`config.mk`:
```
export PLATFORM = sky130hd
export DESIGN_NAME = sbt_chain
export DESIGN_NICKNAME = d
export VERILOG_FILES = /design/src/rtl/core/sbt_pkg.sv /design/src/rtl/core/sbt_cell.sv /design/src/rtl/core/sbt_chain.sv
export SDC_FILE = /design/constraint.sdc
export NUM_CORES = 1
export LEC_CHECK = 0
export BUFFER_PORTS_ARGS = -buffer_cell sky130_fd_sc_hd__clkbuf_2
export CORE_UTILIZATION = 60
export CTS_BUF_LIST = sky130_fd_sc_hd__clkbuf_2
export DETAILED_ROUTE_END_ITERATION = 8
export PLACE_DENSITY = 0.76
export SYNTH_ARGS = -nofsm -noshare
export SYNTH_HDL_FRONTEND = slang
export SYNTH_SLANG_ARGS = --single-unit
```
`constraint.sdc`:
```
create_clock -name i_clk -period 5.4 [get_ports i_clk]
set_clock_uncertainty 0.15 [all_clocks]
set_input_delay 1.08 -clock i_clk [delete_from_list [all_inputs] [get_ports i_clk]]
set_output_delay 1.08 -clock i_clk [all_outputs]
set_load 0.01 [all_outputs]
```
`src/rtl/core/sbt_pkg.sv`:
```
package sbt_pkg;

    localparam int SBT_CAPACITY = 32;
    localparam int SBT_VAL_W    = 8;
    localparam int SBT_OP_W     = 3;
    localparam int SBT_ST_W     = 3;
    localparam int SBT_COUNT_W  = 6;

    typedef logic signed [SBT_VAL_W-1:0] t_val;

    localparam logic [SBT_OP_W-1:0] OP_INSERT = 3'd0;
    localparam logic [SBT_OP_W-1:0] OP_SEARCH = 3'd1;
    localparam logic [SBT_OP_W-1:0] OP_DELETE = 3'd2;
    localparam logic [SBT_OP_W-1:0] OP_SHOW   = 3'd3;
    localparam logic [SBT_OP_W-1:0] OP_CLEAR  = 3'd4;

    localparam logic [SBT_ST_W-1:0] ST_INSERTED = 3'd0;
    localparam logic [SBT_ST_W-1:0] ST_FOUND    = 3'd1;
    localparam logic [SBT_ST_W-1:0] ST_NOTFOUND = 3'd2;
    localparam logic [SBT_ST_W-1:0] ST_REMOVED  = 3'd3;
    localparam logic [SBT_ST_W-1:0] ST_ABSENT   = 3'd4;
    localparam logic [SBT_ST_W-1:0] ST_FULL     = 3'd5;
    localparam logic [SBT_ST_W-1:0] ST_EMPTY    = 3'd6;
    localparam logic [SBT_ST_W-1:0] ST_READOUT  = 3'd7;

    typedef enum logic [2:0] {
        CMD_HOLD,
        CMD_INSERT,
        CMD_DELETE,
        CMD_ROTATE,
        CMD_DRAIN
    } t_cmd;

    typedef struct packed {
        logic vld;
        t_val val;
        logic lt;
    } t_link;

    typedef struct packed {
        logic found;
        t_val head;
    } t_chain_stat;

    localparam t_link LINK_LEFT_END  = '{vld: 1'b1, val: '0, lt: 1'b1};
    localparam t_link LINK_RIGHT_END = '{vld: 1'b0, val: '0, lt: 1'b0};

endpackage

```
`src/rtl/core/sbt_cell.sv`:
```
module sbt_cell
    import sbt_pkg::*;
(
    input  logic  i_clk,
    input  logic  i_rst_n,
    input  t_cmd  i_cmd,
    input  t_val  i_key,
    input  t_val  i_head,
    input  t_link i_left,
    input  t_link i_right,
    output t_link o_link,
    output logic  o_eq
);

    logic r_vld;
    t_val r_val;
    logic n_vld;
    t_val n_val;
    logic w_lt;

    assign w_lt   = r_vld && (r_val < i_key);
    assign o_eq   = r_vld && (r_val == i_key);
    assign o_link = '{vld: r_vld, val: r_val, lt: w_lt};

    always_comb begin
        n_vld = r_vld;
        n_val = r_val;
        unique case (i_cmd)
            CMD_INSERT: begin
                if (!w_lt) begin
                    if (i_left.lt) begin
                        n_vld = 1'b1;
                        n_val = i_key;
                    end else begin
                        n_vld = i_left.vld;
                        n_val = i_left.val;
                    end
                end
            end
            CMD_DELETE: begin
                if (!w_lt) begin
                    n_vld = i_right.vld;
                    n_val = i_right.val;
                end
            end
            CMD_ROTATE: begin
                if (r_vld) begin
                    n_val = i_right.vld ? i_right.val : i_head;
                end
            end
            CMD_DRAIN: begin
                n_vld = i_right.vld;
                n_val = i_right.val;
            end
            default: begin
            end
        endcase
    end

    always_ff @(posedge i_clk) begin
        if (!i_rst_n) begin
            r_vld <= 1'b0;
        end else begin
            r_vld <= n_vld;
        end
    end

    always_ff @(posedge i_clk) begin
        r_val <= n_val;
    end

endmodule

```
`src/rtl/core/sbt_chain.sv`:
```
module sbt_chain
    import sbt_pkg::*;
#(
    parameter int CAPACITY = SBT_CAPACITY
) (
    input  logic        i_clk,
    input  logic        i_rst_n,
    input  t_cmd        i_cmd,
    input  t_val        i_key,
    output t_chain_stat o_stat
);

    t_link               w_link [CAPACITY];
    logic [CAPACITY-1:0] w_eq;

    for (genvar g = 0; g < CAPACITY; g++) begin : g_cell
        t_link w_left;
        t_link w_right;

        if (g == 0) begin : g_first
            assign w_left = LINK_LEFT_END;
        end else begin : g_mid_l
            assign w_left = w_link[g-1];
        end

        if (g == CAPACITY - 1) begin : g_last
            assign w_right = LINK_RIGHT_END;
        end else begin : g_mid_r
            assign w_right = w_link[g+1];
        end

        sbt_cell u_cell (
            .i_clk   (i_clk),
            .i_rst_n (i_rst_n),
            .i_cmd   (i_cmd),
            .i_key   (i_key),
            .i_head  (w_link[0].val),
            .i_left  (w_left),
            .i_right (w_right),
            .o_link  (w_link[g]),
            .o_eq    (w_eq[g])
        );
    end

    assign o_stat = '{found: |w_eq, head: w_link[0].val};

endmodule

```
==> results of run 1 <==
## where the power goes
part           internal [uW]  switching [uW]  total [uW]  leakage [uW]
combinational            866            1280        2140       0.00634
clock                    729            1060        1790      0.000587
sequential              2870             492        3360       0.00276
total                   4460            2820        7290       0.00968
## flip-flops by register name, indices dropped and copies added, names as in the netlist
register,count
g_cell.u_cell.r_vld,32
g_cell.u_cell.r_val,256
## metrics by stage
step	std cells	hold slack, ps	power (uW)
finish	2927	403	7290
detailed placement	2778	418	5420
global route	2925	410	7570
global placement	2778	413	5330
floorplan	2360	380	4640
CTS	2924	416	7170
## worst max-delay path by stage
stage / depth (start not counted) / start / endpoint / slack (ps)
floorplan: 9 / i_key[5] / o_stat[8] / 1090
global placement: 11 / i_key[7] / o_stat[8] / 590
detailed placement: 11 / i_key[7] / o_stat[8] / 490
CTS: 11 / i_key[7] / o_stat[8] / 480
global route: 11 / i_key[5] / o_stat[8] / 330
finish: 10 / i_key[7] / o_stat[8] / 180
## Yosys cell counts (2+ instances only)
cell type,n
a21o_1,22
o311ai_0,8
mux2_2,12
o21bai_1,3
buf_1,9
o221ai_1,223
o221a_2,20
nand2b_1,11
a221oi_1,7
a211oi_1,15
nand2_2,26
buf_4,7
buf_6,2
mux2i_1,219
a21oi_1,153
a2111oi_0,5
nand2_1,309
dfxtp_1,32
buf_2,50
o31ai_1,4
inv_1,93
edfxtp_1,256
o22ai_1,63
nand4_1,34
ha_1,256
and2_1,10
a31oi_1,4
nor3_1,26
a22oi_1,7
clkbuf_1,131
nor2b_1,22
nor2_1,79
o211ai_1,22
nand3b_1,39
o41ai_1,19
nor4_1,3
o21a_1,9
o21ai_0,48
or2_2,2
nand3_1,88
## cell families (layout without fill, tap and decap cells)
group	Yosys count	count (layout)	share of synthesized area
other	0	3	0
AOI/OAI and AO/OA	638	638	0.203
buffers and inverters	294	354	0.0531
muxes	231	231	0.102
adders and majority gates	256	256	0.141
DFF	288	288	0.366
and+or+nand+nor	652	652	0.133
xor gates and xnor gates	1	1	0.000716
## worst min-delay path: stages, from the launching register on
cell and delay (ps):
edfxtp_1 380, nand2_1 60, o221ai_1 70
## area by class of cell
class                      count  share of cell area
timing repair buffer         113              0.0383
tap                          504              0.0258
clock buffer                 118              0.0242
clock inverter                28             0.00769
sequential                   288               0.341
inverter                      95              0.0146
multi-input combinational   1778               0.548
antenna                        3            0.000308
## per-layer routing
metal / GRT usage / vias up / part of all wire
li1: - / 9252 / -
met1: 0.598 / 10300 / 0.37
met2: 0.634 / 1901 / 0.41
met3: 0.145 / 428 / 0.15
met4: 0.254 / 2 / 0.060
met5: 0 / - / 0.00030
==> flow_metrics.env, run 1 <==
export IMPL_synth_seq_area_share=0.366
export IMPL_async_reset_ff_frac=0
export IMPL_synth_edf_count=256
export IMPL_fmax_mhz=192
export IMPL_mostFrequentLayoutCells="nand2_1 (304), ha_1 (256), edfxtp_1 (256)"
export IMPL_p_leak_uw=0.00968
export IMPL_grt_total_usage=0.447
export IMPL_cp_start_kind="input port"
export IMPL_io_pins=22
export IMPL_postLayoutCoreUtil=0.660
export IMPL_syn_nets=2629
export IMPL_worstHoldPathType="register to register"
export IMPL_drc=0
export IMPL_crit_slowest_cell="a2111oi_0"
export IMPL_num_rows=70
export IMPL_wl_per_cell_um=29.6
export IMPL_place_area_um2=23600
export IMPL_slew_headroom=0.0979
export IMPL_cpPeakStageDelay_ps=610
export IMPL_cts_buffer_depth=3
export IMPL_ir_drop_uv=164
export IMPL_cp_data_required_time_ps=4170
export IMPL_setup_worst_path_end_class="primary output"
export IMPL_hp_start="g_cell[19].u_cell.r_val[0]"
export IMPL_first_global_vias=21200
export IMPL_fin_crit_sh=0.966
export IMPL_cts_resized=0
export IMPL_reg2reg_depth=7
export IMPL_cts_root_buf="clkbuf_2"
export IMPL_cts_setup_buffers=0
export IMPL_crit_path_cell_trace="clkbuf_2 > inv_2 > ha_1 > nand4_1 > nor2_1 > nand4_1 > nand4_1 > a2111oi_0 > nand4_1 > clkbuf_2"
export IMPL_clk_latency_ps=1110
export IMPL_drv_cap=0
export IMPL_synthCells=2360
export IMPL_antenna_found_initial=2
export IMPL_vias_per_cell=7.48
export IMPL_die_w_um=197
export IMPL_path_clk_slew_ps=130
export IMPL_worstSetupPathType="input port to primary output"
export IMPL_num_vias=21900
export IMPL_rsz0062_at_grt="false"
export IMPL_tns_ps=0
export IMPL_ys_ff_latch=288
export IMPL_routabilityCongestion=1.11
export IMPL_power_density_nw_per_um2=299
export IMPL_final_common_cell="nand2_1"
export IMPL_nFillCells=3054
export IMPL_firstDrtPassIters=6
export IMPL_wl_um=86500
export IMPL_multi_input_area_um2=13400
export IMPL_final_hold_viol_count=0
export IMPL_rr_startpoint="g_cell[30].u_cell.r_val[1]"
export IMPL_nNetsFinal=2626
export IMPL_h_tree_depth=3
export IMPL_cts_tree="built"
export IMPL_core_um2=37000
export IMPL_critPathBufInv=3
export IMPL_setup_ws_ps=182
export IMPL_hold_depth=2
export IMPL_area_growth_pct=7.36
export IMPL_crit_path_max_fanout=16
export IMPL_cpMostUsedCell="nand4_1"
export IMPL_syn_area_um2=22700
export IMPL_grt_pass1_wl_um=129000
export IMPL_die_area_um2=38700
export IMPL_yosysWarnings=0
export IMPL_grt_max_degree=95
export IMPL_dp_slack_ps=489
export IMPL_drt_iter0_drc=3155
export IMPL_cp_data_arrival_time_ps=3990
export IMPL_syn_area_per_cell_um2=9.63
export IMPL_drive_above_1_share=0.141
export IMPL_finalCriticalPeriod_ps=5220
export IMPL_dpl_hpwl_um=58400
export IMPL_worst_pin_slew_ps=1340
export IMPL_r2r_slack_ps=2020
export IMPL_hold_path_end="g_cell[18].u_cell.r_val[0]"
export IMPL_initial_core_util=0.615
export IMPL_seqCellArea_um2=8330
export IMPL_outcome="finished clean"
export IMPL_cts_buffers=81
export IMPL_drtAntennaViolNets=0
export IMPL_yosysTopAreaCellShare=0.338
export IMPL_synth_cell_types=52
export IMPL_worstReg2RegEnd="g_cell[30].u_cell.r_val[1]"
export IMPL_ys_flop_type="edfxtp_1"
export IMPL_ctsHoldBuffers=0
export IMPL_setup_violations=0
export IMPL_drv_slew=0
export IMPL_grt_ovfl_total=0
export IMPL_synth_area_top_cells="edfxtp_1 (34%), ha_1 (14%), mux2i_1 (9.6%), o221ai_1 (8.6%), nand2_1 (5.1%)"
export IMPL_clock_sinks=288
export IMPL_io_buffer_count=21
export IMPL_final_area_um2=24400
export IMPL_die_h_um=197
export IMPL_yosysTopAreaCell="edfxtp_1"
export IMPL_crit_family="simple AND/OR/NAND/NOR gates"
Power figures use the tool's default switching activity.
==> run 2, diff against run 1 <==
==> constraint.sdc (replaced) <==
create_clock -name i_clk -period 6.6 [get_ports i_clk]
set_clock_uncertainty 0.15 [all_clocks]
set_input_delay 1.32 -clock i_clk [delete_from_list [all_inputs] [get_ports i_clk]]
set_output_delay 1.32 -clock i_clk [all_outputs]
set_load 0.01 [all_outputs]
==> run 2 against run 1 <==
Against the previous run: the flow now finishes with violations (design-rule violations); utilization is 0.57 points lower; sequential power is 18% lower; global-route usage is 0.089 points higher; first-iteration DRC count is 14% higher; routed wire length is 0.65% lower; power is 19% lower; non-clock buffer count is 6 lower; cell area is 0.86% lower; sequential share of layout area is 0.30 points higher; worst setup slack better by 650 ps.
==> flow_metrics.env, run 2 (same netlist as run 1, synthesis figures left out) <==
export IMPL_outcome="finished, violations left"
export IMPL_violations="design-rule violations"
export IMPL_finalPower_uw=5880
export IMPL_crit_family="simple AND/OR/NAND/NOR gates"
export IMPL_grt_total_usage=0.448
export IMPL_die_area_um2=38700
export IMPL_wl_um=86000
export IMPL_area_growth_pct=6.44
export IMPL_setup_violations=0
export IMPL_final_common_cell="nand2_1"
export IMPL_top_regs="g_cell.u_cell.r_val (256), g_cell.u_cell.r_vld (32)"
export IMPL_ctsHoldBuffers=0
export IMPL_antenna_found_initial=2
export IMPL_cpPeakStageDelay_ps=630
export IMPL_dpl_hpwl_um=56500
export IMPL_fin_crit_sh=0.874
export IMPL_cts_resized=0
export IMPL_drt_iter0_drc=3586
export IMPL_drive_above_1_share=0.141
export IMPL_io_pins=22
export IMPL_crit_path_max_fanout=19
export IMPL_place_area_um2=23400
export IMPL_clk_latency_ps=1070
export IMPL_die_w_um=197
export IMPL_grt_pass1_wl_um=130000
export IMPL_whs_ps=400
export IMPL_path_clk_slew_ps=110
export IMPL_h_tree_depth=3
export IMPL_first_global_vias=21200
export IMPL_seqCellArea_um2=8330
export IMPL_core_um2=37000
export IMPL_firstDrtPassIters=9
export IMPL_crit_path_cell_trace="clkbuf_2 > inv_2 > ha_1 > nand4_1 > nor2_1 > nand4_1 > nand4_1 > a2111oi_0 > nand4_1 > clkbuf_2"
export IMPL_rsz0062_at_grt="false"
export IMPL_num_vias=21800
export IMPL_largest_register_ff_count=256
export IMPL_worst_pin_slew_ps=1210
export IMPL_slew_headroom=0.185
export IMPL_cp_start_kind="input port"
export IMPL_grt_ovfl_total=0
export IMPL_drc=1
export IMPL_tns_ps=0
export IMPL_io_buffer_count=21
export IMPL_crit_slowest_cell="a2111oi_0"
export IMPL_grt_max_degree=121
export IMPL_ir_drop_uv=173
export IMPL_cts_tree="built"
export IMPL_worstSetupPathType="input port to primary output"
export IMPL_fmax_mhz=173
export IMPL_setup_worst_path_end_class="primary output"
export IMPL_p_leak_uw=0.00960
export IMPL_clock_sinks=288
export IMPL_cts_root_buf="clkbuf_2"
export IMPL_vias_per_cell=7.46
export IMPL_cpMostUsedCell="nand4_1"
export IMPL_nFillCells=3080
export IMPL_mostFrequentLayoutCells="nand2_1 (304), ha_1 (256), edfxtp_1 (256)"
export IMPL_cts_buffers=82
export IMPL_initial_core_util=0.615
export IMPL_drv_cap=0
export IMPL_finalCriticalPeriod_ps=5770
export IMPL_final_area_um2=24200
export IMPL_num_rows=70
export IMPL_drtAntennaViolNets=0
export IMPL_power_density_nw_per_um2=243
export IMPL_regMostFlops="g_cell.u_cell.r_val"
export IMPL_cts_buffer_depth=3
export IMPL_nNetsFinal=2621
export IMPL_cp_data_required_time_ps=5130
export IMPL_routabilityCongestion=1.06
export IMPL_cp_data_arrival_time_ps=4300
export IMPL_drv_slew=0
export IMPL_multi_input_area_um2=13400
export IMPL_final_hold_viol_count=0
export IMPL_worstHoldPathType="register to register"
export IMPL_postLayoutCoreUtil=0.654
export IMPL_cts_setup_buffers=0
export IMPL_die_h_um=197
export IMPL_critPathBufInv=3
export IMPL_wl_per_cell_um=29.4
[run 2: layout make-up]
| class | instances | area share |
|---|---|---|
| clock buffer | 125 | 0.0259 |
| clock inverter | 24 | 0.00486 |
| timing repair buffer | 107 | 0.0316 |
| inverter | 95 | 0.0147 |
| sequential | 288 | 0.344 |
| tap | 504 | 0.0261 |
| multi-input combinational | 1778 | 0.553 |
| antenna | 1 | 0.000103 |
[run 2: final timing paths]
| path | start | to | slack (ps) | depth (start not counted) |
|---|---|---|---|---|
| worst max-delay path | i_key[7] | o_stat[8] | 830 | 10 |
| worst min-delay path | g_cell[6].u_cell.r_val[0] | g_cell[5].u_cell.r_val[0] | 400 | 2 |
| worst max register to register | g_cell[26].u_cell.r_val[5] | g_cell[26].u_cell.r_val[3] | 3270 | 7 |
| worst min register to register | g_cell[6].u_cell.r_val[0] | g_cell[5].u_cell.r_val[0] | 400 | 2 |
[run 2: per-stage QoR]
stage	std cells	setup slack (ps)
after detailed placement	2772	1020
after floorplan	2360	1810
after CTS	2921	1020
final	2922	834
after global routing	2922	903
after global placement	2772	1110
[run 2: power breakdown]
| group | total, uW | internal (uW) | switching [uW] |
|---|---|---|---|
| sequential | 2760 | 2350 | 412 |
| clock | 1400 | 542 | 856 |
| combinational | 1730 | 698 | 1030 |
| total | 5880 | 3590 | 2300 |
[run 2: worst register-to-register path, stage by stage (launching register included)]
cell and delay (ps):
edfxtp_1 530, ha_1 360, nand4_1 120, nor2_1 190
a211oi_1 100, o21ai_1 910, o21ai_0 210, nand3_1 390
[run 2: per-layer routing]
layer  wire length, um  GRT usage
met3             14300      0.151
met1             31600      0.603
met4              5970      0.269
met5                 7          0
met2             34100      0.621
